File: config.mk
export PLATFORM = sky130hd
export DESIGN_NAME = mccw_alu
export DESIGN_NICKNAME = d
export VERILOG_FILES = /design/src/rtl/core/mccw_pkg.sv /design/src/rtl/core/mccw_alu.sv
export SDC_FILE = /design/constraint.sdc
export NUM_CORES = 1
export LEC_CHECK = 0
export BUFFER_PORTS_ARGS = -buffer_cell sky130_fd_sc_hd__buf_2
export CAP_MARGIN = 5
export CORE_MARGIN = 2
export CORE_UTILIZATION = 47
export DETAILED_ROUTE_END_ITERATION = 8
export GPL_TIMING_DRIVEN = 1
export PLACE_DENSITY = 0.8
export SYNTH_ARGS = -nofsm -noshare
export SYNTH_HDL_FRONTEND = slang
export SYNTH_SLANG_ARGS = --single-unit
File: constraint.sdc
create_clock -name vclk -period 5.4
set_input_delay 0.54 -clock vclk [all_inputs]
set_output_delay 0.54 -clock vclk [all_outputs]
set_load 0.02 [all_outputs]
File: src/rtl/core/mccw_pkg.sv
package mccw_pkg;

  // Table geometry: one row per source state, one column per destination state
  localparam int unsigned MAX_STATES = 16;
  localparam int unsigned IDX_W      = $clog2(MAX_STATES);
  localparam int unsigned ADDR_W     = 2 * IDX_W;
  localparam int unsigned NUM_W      = IDX_W + 1;

  // Cost formats: entry Q16.16, total and limit Q32.16
  localparam int unsigned ECOST_W = 32;
  localparam int unsigned COST_W  = 48;
  localparam int unsigned ALU_W   = COST_W + 1;

  // Configuration port
  localparam int unsigned PADDR_W = 4;
  localparam int unsigned PDATA_W = 64;
  localparam logic        REG_NUM_STATES = 1'b0;
  localparam logic        REG_COST_BOUND = 1'b1;

  localparam logic [NUM_W-1:0] NUM_STATES_RST = NUM_W'(MAX_STATES);
  localparam logic [NUM_W-1:0] NUM_STATES_MIN = NUM_W'(2);
  localparam logic [NUM_W-1:0] NUM_STATES_MAX = NUM_W'(MAX_STATES);

  localparam logic signed [COST_W-1:0] COST_MAX = {1'b0, {(COST_W-1){1'b1}}};
  localparam logic signed [COST_W-1:0] COST_MIN = {1'b1, {(COST_W-1){1'b0}}};

  typedef enum logic [1:0] {
    FUNC_LOAD    = 2'd0,
    FUNC_STEP    = 2'd1,
    FUNC_RESTART = 2'd2
  } func_e;

  typedef enum logic {
    ALU_ADD = 1'b0,
    ALU_SUB = 1'b1
  } alu_op_e;

endpackage

File: src/rtl/core/mccw_alu.sv
module mccw_alu (
  input  mccw_pkg::alu_op_e                  op_i,
  input  logic signed [mccw_pkg::ALU_W-1:0]  a_i,
  input  logic signed [mccw_pkg::ALU_W-1:0]  b_i,
  output logic signed [mccw_pkg::ALU_W-1:0]  res_o
);
  import mccw_pkg::*;

  always_comb begin
    case (op_i)
      ALU_ADD: res_o = a_i + b_i;
      ALU_SUB: res_o = a_i - b_i;
      default: res_o = a_i + b_i;
    endcase
  end

endmodule

---- After elaboration in Yosys (flattened, before gate mapping) ----
Index checks and enable logic that the tools add are counted.
cells by class
  $add $sub $neg .......................... 2
  bitwise operators ....................... 1
  multiplexer cells ....................... 1
operators by type and width
  cell                                 number
  49-bit case mux with 2 select lines  1
  49-bit adder                         1
  49-bit subtractor                    1
  1-bit NOT                            1
storage, ports and cells
  bits in registers ....................... 0
  output and inout port bits .............. 49
  logic and storage cells ................. 4

---- Logic depth before layout (Yosys ltp) ----
Gate-level depths: netlist (run 1).
  depth in word-level cells ............... 2
  depth in mapped cells ................... 20
  gate-level depth less buffers ........... 19

---- Worst setup path after synthesis (run 1) ----
No wires, ideal clock.
  path kind ............................... input to output
  start point ............................. input b_i[10] (netlist bit)
  end point ............................... output res_o[48] (netlist bit)
  data arrival time ....................... 4.898 ns
  path slack .............................. -0.038 ns
  cell stages on the path ................. 17
  path buffers ............................ 0
  required time ........................... 4.860 ns
  path through ............................ or3_1 or3_1 nor4_1 nand2_1 nor3_1 a21oi_1 xnor2_1 ha_1 a21o_1 a21o_1 a21o_1 a211oi_1 nor3_1 nor3_1 a21oi_1 and4_2 a2111oi_2
on the way
  word-level cells in the longest chain between the ends .. 2
ends and longest elaborated chain
  element                                                   line            text
  from (decl)                                               mccw_alu.sv:4   input logic signed [mccw_pkg::ALU_W-1:0] b_i,
  49-bit subtractor / 49-bit adder (equally long branches)  -
  49-bit case mux with 2 select lines *                     mccw_alu.sv:10  case (op_i)
  to (decl)                                                 mccw_alu.sv:5   output logic signed [mccw_pkg::ALU_W-1:0] res_o
Every way passes the cells marked *; elsewhere a longest branch is shown, timed or not.

---- Worst setup path in the final report (run 1) ----
  start point ............................. input b_i[26] (netlist bit)
  end point ............................... output res_o[48] (netlist bit)
Same word-level chain as after synthesis.

==> metrics.txt, run 1 <==
Least-Margin Pin Slew approximately 570 ps; hold buffer count at cts 0; Internal Power roughly 420 uW; first-pass GRT wire length 20.4 mm; fin crit period between 5000 and 6000 ps; worst setup path startpoint b_i[26]; worst setup margin just under 70 ps; die width between 90 and 100 um; GRT Total Usage 0.277; Routed Antenna Nets 0; CLK BUF 0; share of power burned in registers 0; WP data arrival 4790 ps; drc violations 0; pin count of the biggest net entering global routing 27; routed len/inst 15.9 um; hold worst-path end res_o[0]; first-pass iteration count of the detailed router 6; GRT Residual Overflow 0; pre-CTS WS around 0.63 ps; Rows 32; seq_cells 0; Syn-to-layout area delta 32.0%; WS Path Type in2out; Mapped Area 3840 um^2; fin. max-slew vios 0; Hold WS 1470 ps; DRT iter0 DRCs 371; Total Negative Setup Slacks 0 ps; Worst Path Max Fanout 5; Post-DP HPWL 11.1 mm; number of fill cells 733; # Max-Cap Violations 0; CP max stage delay 540 ps; fmax 188 MHz; Max stage delay cell, worst path or4_4; HP Start b_i[0]; fin util 0.649; Routability Congestion 1.04; sequential fraction of the synthesis area 0; Finished Layout Cells 841; DP Cell Count approximately 840; drt total wl between 10 and 15 mm; Sw Ratio 0.600; area share of the largest cell type after synthesis 0.160; Top-Level Pins 148; PwrDens 206 nW/um^2; core box area 7810 um^2; Clk pwr share 0; final instance area 5060 um^2; vias in the first global route 4,527; Die Y-Extent 94.3 um; Initial Util 0.491; top cells by area, synth ha_1 (16%), xnor2_1 (16%), a21oi_1 (9.5%); Hold Path Depth 4; Nets 890; Tot Pwr 1.04 mW; number of port buffers ~150; P_leak 2.45 nW; CP Capture Type output port; critical path cell sequence buf_2 > or4_4 > or3_4 > or3_4 > and4bb_4 > and2_4 > nor2_1 > xnor2_1 > ha_1 > buf_4 > and3_4 > and3_1 > or3_1 > o22ai_2 > a21oi_4 > and4_4 > a2111oi_4 > buf_4; routed vias/inst 5.98; Logic pwr share 1.000; synth warn 0; Synth area leader ha_1; Area after DPL 4880 um^2; Critical Path RT 4860 ps; share of layout cells above drive strength 1 0.302; Setup violations, final 0; Slew HR 0.619; DR vias around 5,000; Final period util 0.987; initial antenna violation count 0; P_sw 625 uW; ant diodes 0; CP Launch Type input port; syn_nets around 730; Die Area 8900 um^2; Syn Inst Count 576; Sequential Area 0 um^2; worst vdd ir 134 uV; RSZ-0062 raised after global routing yes; syn avg cell area between 6 and 7 um^2; Distinct cells, synth 52; run status complete, no violations; final hold vios 0; path type of the worst min-delay path in2out
synth_stat cells (2+ instances only):
cell       number
clkbuf_1       24
o21ai_0        33
o31ai_1         4
a21oi_1        73
and4_1          2
o21a_1          2
xnor2_1        68
a211oi_1        6
xor2_1         25
nor2_1         57
and2_1          5
nor2b_1         6
a41oi_1         3
nand4_1        13
a31oi_1        10
a221oi_1        3
nor3_1         21
nand2_1        40
a41o_1          4
nor4_1          6
o21bai_1       11
ha_1           49
or3_4           2
a21o_1         27
a2111oi_0       3
or4_1           3
or3_1           4
nand3_1        12
and3_1          7
inv_1          26
nand2b_1        3
o22ai_1         2
o41ai_1         3
layout by cell type, fill, tap and decap left out, drive strengths merged, types with 3 or more instances in the layout:
master and n:
buf 188, a21oi 73, xnor2 69, nor2 57
ha 49, nand2 40, o21ai 33, a21o 27
inv 26, xor2 25, nor3 21, nand4 13
nand3 12, o21bai 12, a31oi 10, and3 7
nor4 7, nor2b 6, a211oi 6, or3 6
and2 5, a41o 4, or4 4, o31ai 4
a41oi 4, a2111oi 4, a221oi 3, nand2b 3
and4 3, o41ai 3
what timing repair did:
action                     CTS  global route
setup buffers                0             6
setup endpoints to repair    1            13
resized for setup            1            33
pin swaps                    0            10
power by group through the flow:
stage                     clock network (mW)  registers (mW)  logic (mW)
after floorplan                            0               0       0.669
after global placement                     0               0       0.976
after detailed placement                   0               0       0.989
after CTS                                  0               0       0.994
after global routing                       0               0        1.12
final                                      0               0        1.04
critical path: cells and delay by family:
kind,cells,cell delay [ps]
buf+inv,3,470
fa+ha+maj,1,370
xor+xnor,1,140
compound gates,3,540
simple gates,10,2730
how the worst max path moves through the flow:
stage                 to  slack, ps  cells after the start
2_1_floorplan  res_o[48]        100                     17
3_3_place_gp   res_o[48]         90                     20
3_5_place_dp   res_o[48]        0.6                     20
4_1_cts        res_o[48]         10                     18
5_1_grt        res_o[48]        -70                     18
6_report       res_o[48]         70                     18
final cells by class:
cell class,count,area [um^2],share of cell area
Timing Repair Buffer,188,1050,0.207
Tap cell,102,128,0.0252
Inverter,26,97.6,0.0193
Multi-Input combinational cell,525,3790,0.749
layer usage:
layer  GRT usage  routed length (um)
met1       0.364                5500
met2       0.502                6400
met3      0.0231                1090
met4      0.0435                 372
met5           0                   0
cells by family (layout without fill, tap and decap cells):
logic type      Yosys count  count (layout)  share of synthesized area
compound gates          192             192                      0.318
xor+xnor                 94              94                      0.220
fa+ha+maj                50              50                      0.165
buf+inv                  51             214                     0.0499
mux                       1               1                    0.00261
simple gates            188             188                      0.245
(Power assumes the default switching activity.)
==> inputs of run 2 (changes only) <==
--- a/config.mk
+++ b/config.mk
@@ -8,10 +8,9 @@
 export BUFFER_PORTS_ARGS = -buffer_cell sky130_fd_sc_hd__buf_2
 export CAP_MARGIN = 5
 export CORE_MARGIN = 2
-export CORE_UTILIZATION = 47
+export CORE_UTILIZATION = 29
 export DETAILED_ROUTE_END_ITERATION = 8
 export GPL_TIMING_DRIVEN = 1
-export PLACE_DENSITY = 0.8
 export SYNTH_ARGS = -nofsm -noshare
 export SYNTH_HDL_FRONTEND = slang
 export SYNTH_SLANG_ARGS = --single-unit
==> run 2 against run 1 <==
Compared with the run above:
- total power up 2.2%
- sequential share of layout area unchanged
- clock-buffer cell count unchanged
- final area up 4.5%
- setup slack better by 94 ps
- first-iteration DRC count down 40%
- critical endpoint unchanged
==> metrics.txt, run 2 (same netlist as run 1, synthesis figures left out) <==
run status complete, no violations; Initial Util 0.293 (-0.198); Sw Ratio 0.589 (-0.0103); first-pass iteration count of the detailed router 4 (-2); number of fill cells 1,392 (+90%); WP data arrival 4700 ps (-90 ps); Post-DP HPWL 12.0 mm (+7.8%); Area after DPL 5120 um^2 (+5.0%); share of power burned in registers 0 (unchanged); hold worst-path end res_o[0]; pin count of the biggest net entering global routing 21 (-22%); Clk pwr share 0 (unchanged); final hold vios 0 (unchanged); fin. max-slew vios 0 (unchanged); Rows 42 (+31%); final instance area 5290 um^2 (+4.5%); Routability Congestion 0.939 (-9.5%); CP Launch Type input port; fmax 191 MHz (+1.8%); initial antenna violation count 3 (+3); CP Capture Type output port; Hold WS 1460 ps (-1.96 ps); Least-Margin Pin Slew 571 ps (+0.142 ps); DR vias 4,782 (-4.9%); hold buffer count at cts 0 (unchanged); die width 119 um (+26%); routed len/inst 14.7 um (-7.7%); seq_cells 0 (unchanged); GRT Residual Overflow 0 (unchanged); GRT Total Usage 0.181 (-0.0957); # Max-Cap Violations 0 (unchanged); Critical Path RT 4860 ps (about the same); PwrDens 201 nW/um^2 (-2.2%); WS Path Type in2out; Die Y-Extent 119 um (+26%); fin util 0.404 (-0.244); commonest non-fill, non-tap cell in the layout buf_2; number of port buffers 148 (unchanged); path type of the worst min-delay path in2out; HP Start b_i[0]; Setup violations, final 0 (unchanged); P_leak 2.52 nW (+2.7%); core box area 13,100 um^2 (+68%); Nets 905 (+1.7%); Slew HR 0.616 (-0.00264); fin crit period 5240 ps (-94.1 ps); Internal Power 437 uW (+4.8%); drc violations 0 (unchanged); Routed Antenna Nets 0 (unchanged); Die Area 14,200 um^2 (+59%); vias in the first global route 4,491 (-0.80%); Top-Level Pins 148 (unchanged); CLK BUF 0 (unchanged); Logic pwr share 1.000 (about the same); Syn-to-layout area delta 38.0%; most frequent cells in the layout buf_2 (146), a21oi_1 (67), xnor2_1 (67); drt total wl 13.7 mm (+2.2%); routed vias/inst 5.14 (-14%); Final period util 0.970 (-0.0174); first-pass GRT wire length 21.4 mm (+4.9%); share of layout cells above drive strength 1 0.325 (+0.0232); worst vdd ir 110 uV (-17%); Sequential Area 0 um^2 (unchanged); P_sw 627 uW (+0.41%); Hold Path Depth 4 (unchanged); worst setup margin 162 ps (+94.1 ps); pre-CTS WS -94.1 ps (-94.7 ps); Worst Path Max Fanout 5 (unchanged); DRT iter0 DRCs 224 (-40%); RSZ-0062 raised after global routing yes
## run 2: worst max path at each step
stage                            to  startpoint  cells after the start  slack (ps)
after floorplan           res_o[48]     b_i[10]                     17         100
after global routing      res_o[48]     b_i[26]                     19         -40
after detailed placement  res_o[48]     b_i[10]                     22         -90
final                     res_o[48]     b_i[26]                     19         160
after CTS                 res_o[48]     b_i[26]                     21          30
after global placement    res_o[46]     b_i[10]                     21         -60
## run 2: critical path, cell delays in order
cell and delay [ps]:
buf_2 110, or4_4 540, or3_4 360, or3_4 370, and4bb_4 310, buf_4 140
nor2_1 70, xnor2_2 160, ha_2 210, a21o_1 180, a21o_1 170, a21o_1 190
a211oi_2 250, nor3_2 100, nor3_2 180, a21oi_2 90, and4_2 240, a2111oi_4 300
buf_4 190
## run 2: final cells by class
class | count | area, um^2 | area share
Inverter | 26 | 97.6 | 0.0184
Multi-Input combinational cell | 525 | 3810 | 0.721
Antenna cell | 1 | 2.50 | 0.000473
Tap cell | 176 | 220 | 0.0416
Timing Repair Buffer | 203 | 1160 | 0.219
## run 2: what timing repair did
item | in CTS | in global routing
buffers inserted | 0 | 1
gates cloned | 0 | 0
setup endpoints to repair | 2 | 12
pin swaps | 0 | 4
gates resized for setup | 3 | 36
## run 2: power by group through the flow
stage                     sequential, mW    clock (mW)  combinational (mW)
final                                  0  0.0000000248                1.06
after global routing                   0  0.0000000248                1.16
after CTS                              0             0                1.04
after detailed placement               0             0                1.03
after global placement                 0             0                1.03
after floorplan                        0             0               0.669
## run 2: per-layer routing
layer	vias to the layer above	GRT usage	share of wire
met3	24	0.0249	0.060
li1	2471	-	-
met2	138	0.306	0.46
met5	-	0	0.00081
met4	2	0.0335	0.020
met1	2147	0.247	0.46
## run 2: through the flow
stage / cells / power [mW] / setup TNS (ps)
finish: 931 / 1.06 / 0
global route: 931 / 1.16 / -136
CTS: 929 / 1.04 / 0
detailed placement: 929 / 1.03 / -94.1
global placement: 929 / 1.03 / -111
floorplan: 576 / 0.669 / 0
